**src/hw/rtl/scwq_pkg.sv**
```systemverilog
// types and codes shared by the semaphore wait queue
`timescale 1ns / 1ps
package scwq_pkg;

  localparam int unsigned CFG_BITS    = 16;
  localparam int unsigned REQ_ID_BITS = 8;
  localparam int unsigned STATUS_BITS = 3;
  localparam int unsigned RSP_ID_BITS = 8;
  localparam int unsigned RSP_CNT_BITS = 16;

  typedef enum logic {
    CMD_WAIT   = 1'b0,
    CMD_SIGNAL = 1'b1
  } cmd_t;

  typedef enum logic [STATUS_BITS-1:0] {
    STAT_GRANTED   = 3'd0,
    STAT_BLOCKED   = 3'd1,
    STAT_SIG_NONE  = 3'd2,
    STAT_SIG_WOKE  = 3'd3,
    STAT_FULL      = 3'd4,
    STAT_SATURATED = 3'd5
  } status_t;

  typedef enum logic {
    FSM_IDLE = 1'b0,
    FSM_WAKE = 1'b1
  } fsm_t;

  typedef struct packed {
    logic push;
    logic pop;
  } q_op_t;

  typedef struct packed {
    logic empty;
    logic full;
  } q_stat_t;

endpackage

```
**src/hw/rtl/scwq_if.sv**
```systemverilog
// request, response and configuration channel interfaces
`timescale 1ns / 1ps
interface scwq_req_if;
  import scwq_pkg::*;
  logic                   valid;
  logic                   ready;
  logic                   command;
  logic [REQ_ID_BITS-1:0] requester_id;
  modport source (output valid, command, requester_id, input ready);
  modport sink (input valid, command, requester_id, output ready);
endinterface

interface scwq_rsp_if;
  import scwq_pkg::*;
  logic                    valid;
  logic                    ready;
  logic [STATUS_BITS-1:0]  status;
  logic [RSP_ID_BITS-1:0]  woken_id;
  logic [RSP_CNT_BITS-1:0] count_now;
  modport source (output valid, status, woken_id, count_now, input ready);
  modport sink (input valid, status, woken_id, count_now, output ready);
endinterface

interface scwq_cfg_if;
  import scwq_pkg::*;
  logic                valid;
  logic                ready;
  logic [CFG_BITS-1:0] initial_count;
  modport source (output valid, initial_count, input ready);
  modport sink (input valid, initial_count, output ready);
endinterface

```
**src/hw/rtl/scwq_waitq.sv**
```systemverilog
// circular queue of blocked requester ids in a synchronous memory
`timescale 1ns / 1ps
module scwq_waitq #(
  parameter int unsigned QUEUE_DEPTH = 16,
  parameter int unsigned ID_BITS     = 8
) (
  input  logic                 clk,
  input  logic                 rst,
  input  scwq_pkg::q_op_t      op,
  input  logic [ID_BITS-1:0]   push_id,
  output scwq_pkg::q_stat_t    stat,
  output logic [ID_BITS-1:0]   rd_id
);
  import scwq_pkg::*;

  localparam int unsigned PTR_BITS  = (QUEUE_DEPTH > 1) ? $clog2(QUEUE_DEPTH) : 1;
  localparam int unsigned FILL_BITS = $clog2(QUEUE_DEPTH + 1);

  logic [ID_BITS-1:0]   mem [QUEUE_DEPTH];
  logic [PTR_BITS-1:0]  head;
  logic [PTR_BITS-1:0]  head_next;
  logic [PTR_BITS-1:0]  tail;
  logic [PTR_BITS-1:0]  tail_next;
  logic [FILL_BITS-1:0] fill;
  logic [FILL_BITS-1:0] fill_next;

  assign stat.empty = (fill == '0);
  assign stat.full  = (fill == FILL_BITS'(QUEUE_DEPTH));

  always_comb begin
    head_next = head;
    tail_next = tail;
    fill_next = fill;
    if (op.push) begin
      tail_next = (tail == PTR_BITS'(QUEUE_DEPTH - 1)) ? '0 : tail + PTR_BITS'(1);
      fill_next = fill + FILL_BITS'(1);
    end
    if (op.pop) begin
      head_next = (head == PTR_BITS'(QUEUE_DEPTH - 1)) ? '0 : head + PTR_BITS'(1);
      fill_next = fill - FILL_BITS'(1);
    end
  end

  always_ff @(posedge clk) begin
    if (rst) begin
      head <= '0;
      tail <= '0;
      fill <= '0;
    end else begin
      head <= head_next;
      tail <= tail_next;
      fill <= fill_next;
    end
  end

  always_ff @(posedge clk) begin
    if (op.push) begin
      mem[tail] <= push_id;
    end
    if (op.pop) begin
      rd_id <= mem[head];
    end
  end

`ifndef NO_ASSERTIONS
  a_no_push_pop: assert property (@(posedge clk) disable iff (rst)
    !(op.push && op.pop))
    else $error("waitq push and pop in one cycle");
  a_no_push_full: assert property (@(posedge clk) disable iff (rst)
    op.push |-> !stat.full)
    else $error("waitq push while full");
  a_no_pop_empty: assert property (@(posedge clk) disable iff (rst)
    op.pop |-> !stat.empty)
    else $error("waitq pop while empty");
  a_pop_fill: assert property (@(posedge clk) disable iff (rst)
    op.pop |=> fill == $past(fill) - FILL_BITS'(1))
    else $error("waitq fill not decremented on pop");
`endif

endmodule

```
**src/hw/rtl/counting_semaphore_wait_queue.sv**
```systemverilog
// counting semaphore with a fifo of blocked requesters
//
//  channel  dir  payload                              transfer when
//  req      in   command, requester_id                valid && ready
//  rsp      out  status, woken_id, count_now          valid && ready
//  cfg      in   initial_count                        valid && ready (ready always high)
//
//  a request is handled in the idle state; a signal that wakes a waiter also
//  passes through the wake state, set by the registered read of the waiter memory
//  rsp is a registered output; a new request is taken while a result is
//  being transferred out
//  reset clears count, queue pointers and fill; no memory clearing pass
//  a stalled rsp holds the request side until the result register frees
`timescale 1ns / 1ps
module counting_semaphore_wait_queue #(
  parameter int unsigned QUEUE_DEPTH = 16,
  parameter int unsigned ID_BITS     = 8,
  parameter int unsigned COUNT_BITS  = 16
) (
  input logic       clk,
  input logic       rst,
  scwq_req_if.sink  req,
  scwq_rsp_if.source rsp,
  scwq_cfg_if.sink  cfg
);
  import scwq_pkg::*;

  fsm_t                     state;
  fsm_t                     state_next;
  logic [COUNT_BITS-1:0]    count;
  logic [COUNT_BITS-1:0]    count_next;
  q_op_t                    q_op;
  q_stat_t                  q_stat;
  logic [ID_BITS-1:0]       rd_id;
  logic                     accept;
  logic                     wake_go;
  logic                     load;
  status_t                  load_status;
  logic                     rsp_valid;
  status_t                  rsp_status;
  logic [RSP_ID_BITS-1:0]   rsp_woken;
  logic [RSP_CNT_BITS-1:0]  rsp_count;

  scwq_waitq #(
    .QUEUE_DEPTH (QUEUE_DEPTH),
    .ID_BITS     (ID_BITS)
  ) u_waitq (
    .clk     (clk),
    .rst     (rst),
    .op      (q_op),
    .push_id (ID_BITS'(req.requester_id)),
    .stat    (q_stat),
    .rd_id   (rd_id)
  );

  assign cfg.ready = 1'b1;
  assign req.ready = (state == FSM_IDLE) && (!rsp_valid || rsp.ready);
  assign accept    = req.valid && req.ready;
  assign wake_go   = (req.command == CMD_SIGNAL) && (count != '1) && !q_stat.empty;

  // next state
  always_comb begin
    state_next = state;
    case (state)
      FSM_IDLE: begin
        if (accept && wake_go) begin
          state_next = FSM_WAKE;
        end
      end
      FSM_WAKE: state_next = FSM_IDLE;
      default:  state_next = FSM_IDLE;
    endcase
  end

  // outputs
  always_comb begin
    q_op        = '0;
    count_next  = count;
    load        = 1'b0;
    load_status = STAT_GRANTED;
    case (state)
      FSM_IDLE: begin
        if (accept) begin
          if (req.command == CMD_WAIT) begin
            load = 1'b1;
            if (count != '0) begin
              count_next  = count - COUNT_BITS'(1);
              load_status = STAT_GRANTED;
            end else if (q_stat.full) begin
              load_status = STAT_FULL;
            end else begin
              q_op.push   = 1'b1;
              load_status = STAT_BLOCKED;
            end
          end else begin
            if (count == '1) begin
              load        = 1'b1;
              load_status = STAT_SATURATED;
            end else begin
              count_next = count + COUNT_BITS'(1);
              if (q_stat.empty) begin
                load        = 1'b1;
                load_status = STAT_SIG_NONE;
              end else begin
                q_op.pop = 1'b1;
              end
            end
          end
        end
      end
      FSM_WAKE: begin
        load        = 1'b1;
        load_status = STAT_SIG_WOKE;
      end
      default: begin
        load = 1'b0;
      end
    endcase
    if (cfg.valid && cfg.ready) begin
      count_next = COUNT_BITS'(cfg.initial_count);
    end
  end

  always_ff @(posedge clk) begin
    if (rst) begin
      state     <= FSM_IDLE;
      count     <= '0;
      rsp_valid <= 1'b0;
    end else begin
      state <= state_next;
      count <= count_next;
      if (load) begin
        rsp_valid <= 1'b1;
      end else if (rsp.ready) begin
        rsp_valid <= 1'b0;
      end
    end
  end

  always_ff @(posedge clk) begin
    if (load) begin
      rsp_status <= load_status;
      rsp_woken  <= (state == FSM_WAKE) ? RSP_ID_BITS'(rd_id) : '0;
      rsp_count  <= RSP_CNT_BITS'(count_next);
    end
  end

  assign rsp.valid     = rsp_valid;
  assign rsp.status    = rsp_status;
  assign rsp.woken_id  = rsp_woken;
  assign rsp.count_now = rsp_count;

`ifndef NO_ASSERTIONS
  a_wake_out_free: assert property (@(posedge clk) disable iff (rst)
    state == FSM_WAKE |-> !rsp_valid)
    else $error("result register busy during wake");
  a_wake_no_req: assert property (@(posedge clk) disable iff (rst)
    state == FSM_WAKE |-> !req.ready)
    else $error("request taken during wake");
  a_wake_done: assert property (@(posedge clk) disable iff (rst)
    state == FSM_WAKE |=> state == FSM_IDLE && rsp_valid && rsp_status == STAT_SIG_WOKE)
    else $error("wake did not produce a woken result");
`endif

endmodule
```
**src/flat_wrapper.sv**
```systemverilog
// flat-port wrapper written by rule: the top's interface ports become plain ports
module counting_semaphore_wait_queue_flat import scwq_pkg::*;
#(
  parameter int unsigned QUEUE_DEPTH = 16,
  parameter int unsigned ID_BITS     = 8,
  parameter int unsigned COUNT_BITS  = 16
)
  (clk, rst, req_valid, req_command, req_requester_id, req_ready, rsp_valid, rsp_status, rsp_woken_id, rsp_count_now, rsp_ready, cfg_valid, cfg_initial_count, cfg_ready);
  scwq_req_if req_i ();
  scwq_rsp_if rsp_i ();
  scwq_cfg_if cfg_i ();
  input logic clk;
  input logic rst;
  input wire logic [$bits(req_i.valid)-1:0] req_valid;
  input wire logic [$bits(req_i.command)-1:0] req_command;
  input wire logic [$bits(req_i.requester_id)-1:0] req_requester_id;
  output wire logic [$bits(req_i.ready)-1:0] req_ready;
  output wire logic [$bits(rsp_i.valid)-1:0] rsp_valid;
  output wire logic [$bits(rsp_i.status)-1:0] rsp_status;
  output wire logic [$bits(rsp_i.woken_id)-1:0] rsp_woken_id;
  output wire logic [$bits(rsp_i.count_now)-1:0] rsp_count_now;
  input wire logic [$bits(rsp_i.ready)-1:0] rsp_ready;
  input wire logic [$bits(cfg_i.valid)-1:0] cfg_valid;
  input wire logic [$bits(cfg_i.initial_count)-1:0] cfg_initial_count;
  output wire logic [$bits(cfg_i.ready)-1:0] cfg_ready;
  assign req_i.valid = req_valid;
  assign req_i.command = req_command;
  assign req_i.requester_id = req_requester_id;
  assign req_ready = req_i.ready;
  assign rsp_valid = rsp_i.valid;
  assign rsp_status = rsp_i.status;
  assign rsp_woken_id = rsp_i.woken_id;
  assign rsp_count_now = rsp_i.count_now;
  assign rsp_i.ready = rsp_ready;
  assign cfg_i.valid = cfg_valid;
  assign cfg_i.initial_count = cfg_initial_count;
  assign cfg_ready = cfg_i.ready;
  counting_semaphore_wait_queue #(.QUEUE_DEPTH(QUEUE_DEPTH), .ID_BITS(ID_BITS), .COUNT_BITS(COUNT_BITS)) u_core (.clk(clk), .rst(rst), .req(req_i), .rsp(rsp_i), .cfg(cfg_i));
endmodule
```
**config.mk**
```make
export PLATFORM = sky130hd
export DESIGN_NAME = counting_semaphore_wait_queue_flat
export DESIGN_NICKNAME = d
export VERILOG_FILES = /design/src/hw/rtl/scwq_pkg.sv /design/src/hw/rtl/scwq_if.sv /design/src/hw/rtl/scwq_waitq.sv /design/src/hw/rtl/counting_semaphore_wait_queue.sv /design/src/flat_wrapper.sv
export SDC_FILE = /design/constraint.sdc
export NUM_CORES = 1
export LEC_CHECK = 0
export BUFFER_PORTS_ARGS = -buffer_cell sky130_fd_sc_hd__buf_4
export CAP_MARGIN = 15
export CORE_ASPECT_RATIO = 0.7
export CORE_UTILIZATION = 65
export DETAILED_ROUTE_END_ITERATION = 8
export GPL_TIMING_DRIVEN = 0
export PLACE_DENSITY = 0.85
export RECOVER_POWER = 100
export SLEW_MARGIN = 20
export SYNTH_ARGS = -nofsm -noshare
export SYNTH_HDL_FRONTEND = slang
export SYNTH_HIERARCHICAL = 1
export SYNTH_SLANG_ARGS = --single-unit
```
**constraint.sdc**
```tcl
create_clock -name clk -period 8.3 [get_ports clk]
set_input_delay 1.66 -clock clk [delete_from_list [all_inputs] [get_ports clk]]
set_output_delay 1.66 -clock clk [all_outputs]
set_load 0.1 [all_outputs]
```
==> run metrics <==
antenna viol nets, final 0; status completed; core footprint between 0.01 and 0.015 mm^2; vertical die dimension 98.2 um; CP Data Arrival Time between 4 and 5 ns; antenna violations before repair 0; kind of capture point of the worst setup path flop; clock latency on the worst-skew pair 0.43 ns; area share of the leading cell type in the synthesized netlist 0.570; Congestion Overflow GR 0; yosys synthesis warning count 6; Seq/Total Area, Yosys 0.642; Period minus WS final around 4.6 ns; number of enable-type register cells in the synthesized netlist 163; final number of max-transition violations 0; starting utilization of the core area 0.680; maximum vdd ir drop between 0.0001 and 0.00015 V; fraction of power spent switching nets 0.269; Inserted Clock Buffers 17; post-route clock period utilization 0.555; Maximum Capacitance Violations 0; combinational share of power 0.096; Internal Dissipation about 1.5 mW; Area growth syn-to-layout 12.4%; IO buf count 57; number of instances in the placed design a little over 800; total iterations of the first detailed-routing run 8; wire length of the first global-routing pass 33000 um; TritonCTS clock tree built; number of distinct standard cells referenced by the synthesized netlist 65; worst hold path class reg2reg; total count of hold-check failures in the final report 0; layout cells sized above 1 0.122; static leakage ~3.2 nW; maximum level of the CTS H-tree 4; pin count of the biggest net entering global routing 28; final HPWL from detailed placement 15000 um; leading post-synthesis cells by instance count 163 x edfxtp_1, 35 x nand2_1, 35 x nor2_1; CTS hold repair buffers 0; quantity of gates resized following cts 0; power per cell area around 220 mW/mm^2; die area between 0.01 and 0.015 mm^2; post-synthesis average cell area between 10 and 15 um^2; aggregate routed wire length approximately 22000 um; RSZ-0062 raised after global routing no; worst reg-to-reg path cell count 8; asr flop ratio synth 0; post-route core utilization 0.764; I/O pin total 60; main area contributors after synthesis edfxtp_1 57%, dfxtp_1 7.2%, mux4_1 4.9%; dominant register cell in the synthesized netlist edfxtp_1; post-synthesis register bit count approximately 190; clock skew between 0.01 and 0.015 ns; most common cell in the netlist edfxtp_1; cell at the root of the clock tree clkbuf_16; maximum operating frequency about 0.22 GHz; total number of vias around 5900; Setup violations, final 0; post-detailed-route DRC marker count 0; via/cell ratio 6.90; fin cells 850; cell type with the highest aggregate area in the netlist edfxtp_1; clock-pin slew on the worst setup and hold paths 0.08 ns; Overall Power roughly 2.1 mW; switching pwr around 570 uW; Setup TNS Final 0 ns; slew at the pin closest to its max-slew limit between 1 and 1.5 ns; Post-Synthesis Cell Area 0.00859 mm^2; violation count after the first detailed-routing iteration ~930; Ant. Diodes 0; Setup crit start kind flop; kind of critical path reg2reg; worst hold path stage count 1; via count of the first global-routing pass 5581; routed len/inst approximately 26 um; number of setup buffers added after CTS 0; Placement Rows 34; crit-path max FO 10; Cells after Synth 599; RePlAce Congestion approximately 1.0; relative slew slack 0.108; area occupied by multi-input gates ~0.0028 mm^2; worst hold margin about 0.53 ns; die width around 140 um; combined global-route utilization of all metal layers 0.339; post-synthesis net count between 600 and 700; WP data required 8.35 ns; clock net sink count between 150 and 200; total area of sequential cells approximately 0.0055 mm^2; Clock Power Share 0.391; fraction of power consumed by sequential logic 0.513; Clock Tree Buf Depth 2; Filler Cell Count between 700 and 800; total number of nets in the final design between 700 and 800
[area by class of cell]
type / count / area share
inverters: 16 / 0.00622
plain buffers: 33 / 0.0171
clock buffers: 17 / 0.0441
multi-input cells: 356 / 0.294
well taps: 162 / 0.0210
clock inverters: 15 / 0.0171
repair buffers: 57 / 0.0292
flip-flops and latches: 194 / 0.571
[kinds of logic after synthesis]
| logic type | synth area share |
|---|---|
| AOI/OAI and AO/OA | 0.0768 |
| xor gates and xnor gates | 0.0112 |
| adders and majority gates | 0.0184 |
| buffers and inverters | 0.0265 |
| DFF | 0.642 |
| muxes | 0.100 |
| other | 0.000437 |
| and+or+nand+nor | 0.124 |
[power groups by stage]
stage,registers (mW),clock network (mW),logic (mW)
after floorplan,1.18,0,0.0711
after CTS,1.08,0.822,0.210
after global routing,1.09,0.860,0.211
after detailed placement,1.11,0,0.208
after global placement,1.10,0,0.206
final,1.08,0.825,0.202
[cell usage in the layout (no fill, tap or decap), types with 4 or more instances in the layout]
cell | synthesis | final
mux4_2 | 16 | 16
inv_8 | 0 | 6
nand3_1 | 17 | 17
nor2_1 | 35 | 35
o21ai_0 | 10 | 13
a22oi_1 | 18 | 18
nor3b_1 | 4 | 4
clkbuf_16 | 0 | 17
and2_0 | 0 | 22
nand2_1 | 35 | 35
dfxtp_1 | 31 | 31
xnor2_1 | 5 | 5
a21o_1 | 5 | 5
nor2b_1 | 8 | 8
a211oi_1 | 8 | 8
edfxtp_1 | 163 | 163
a31oi_1 | 4 | 4
and3_1 | 5 | 5
inv_1 | 15 | 15
nand2b_1 | 9 | 9
nor3_1 | 14 | 14
clkbuf_1 | 20 | 61
nor4_1 | 10 | 11
and2_1 | 27 | 5
ha_1 | 11 | 11
mux4_1 | 16 | 16
nand4_1 | 5 | 5
buf_4 | 1 | 19
a21oi_1 | 25 | 25
or3_1 | 6 | 6
xor2_1 | 6 | 6
[worst max-delay path, stage by stage (launching register included)]
cell	delay, ns
dfxtp_1	0.30
clkbuf_1	0.19
or3_1	0.54
nor4_1	0.82
nand2_1	0.25
nor3_1	0.62
clkbuf_1	0.40
nor3b_1	0.42
and2_0	0.68
[flip-flops by register name, summed over array words and instances (netlist names)]
register and flops:
u_core/count 16, u_core/rsp.count_now 16, u_core/rsp.status 3, u_core/rsp.valid 1
u_core/rsp.woken_id 8, u_core/state 1, u_core/u_waitq/fill 5, u_core/u_waitq/head 4
u_core/u_waitq/mem 128, u_core/u_waitq/rd_id 8, u_core/u_waitq/tail 4
[per-stage QoR]
step	area (um^2)	setup slack [ns]
2_1_floorplan	8590	3.65
3_3_place_gp	9220	3.45
3_5_place_dp	9220	3.75
4_1_cts	9810	4.20
5_1_grt	9650	3.51
6_report	9650	3.69
[path summary, 6_finish.rpt]
| check | startpoint | endpoint | slack [ns] |
|---|---|---|---|
| worst max-delay path | u_core/count[8] | u_core/u_waitq/mem[0][6] | 3.69 |
| worst min-delay path | u_core/u_waitq/rd_id[0] | u_core/rsp.woken_id[0] | 0.53 |
| worst max register to register | u_core/count[8] | u_core/u_waitq/mem[0][6] | 3.69 |
| worst min register to register | u_core/u_waitq/rd_id[0] | u_core/rsp.woken_id[0] | 0.53 |
[routing by layer]
| layer | track usage | wire [um] | vias up |
|---|---|---|---|
| met5 | 0 | 0 | - |
| met2 | 0.484 | 9350 | 461 |
| met1 | 0.506 | 9220 | 2881 |
| met4 | 0.0897 | 278 | 0 |
| li1 | - | - | 2488 |
| met3 | 0.109 | 3130 | 34 |
No activity file was read; power rests on OpenSTA's default activity.
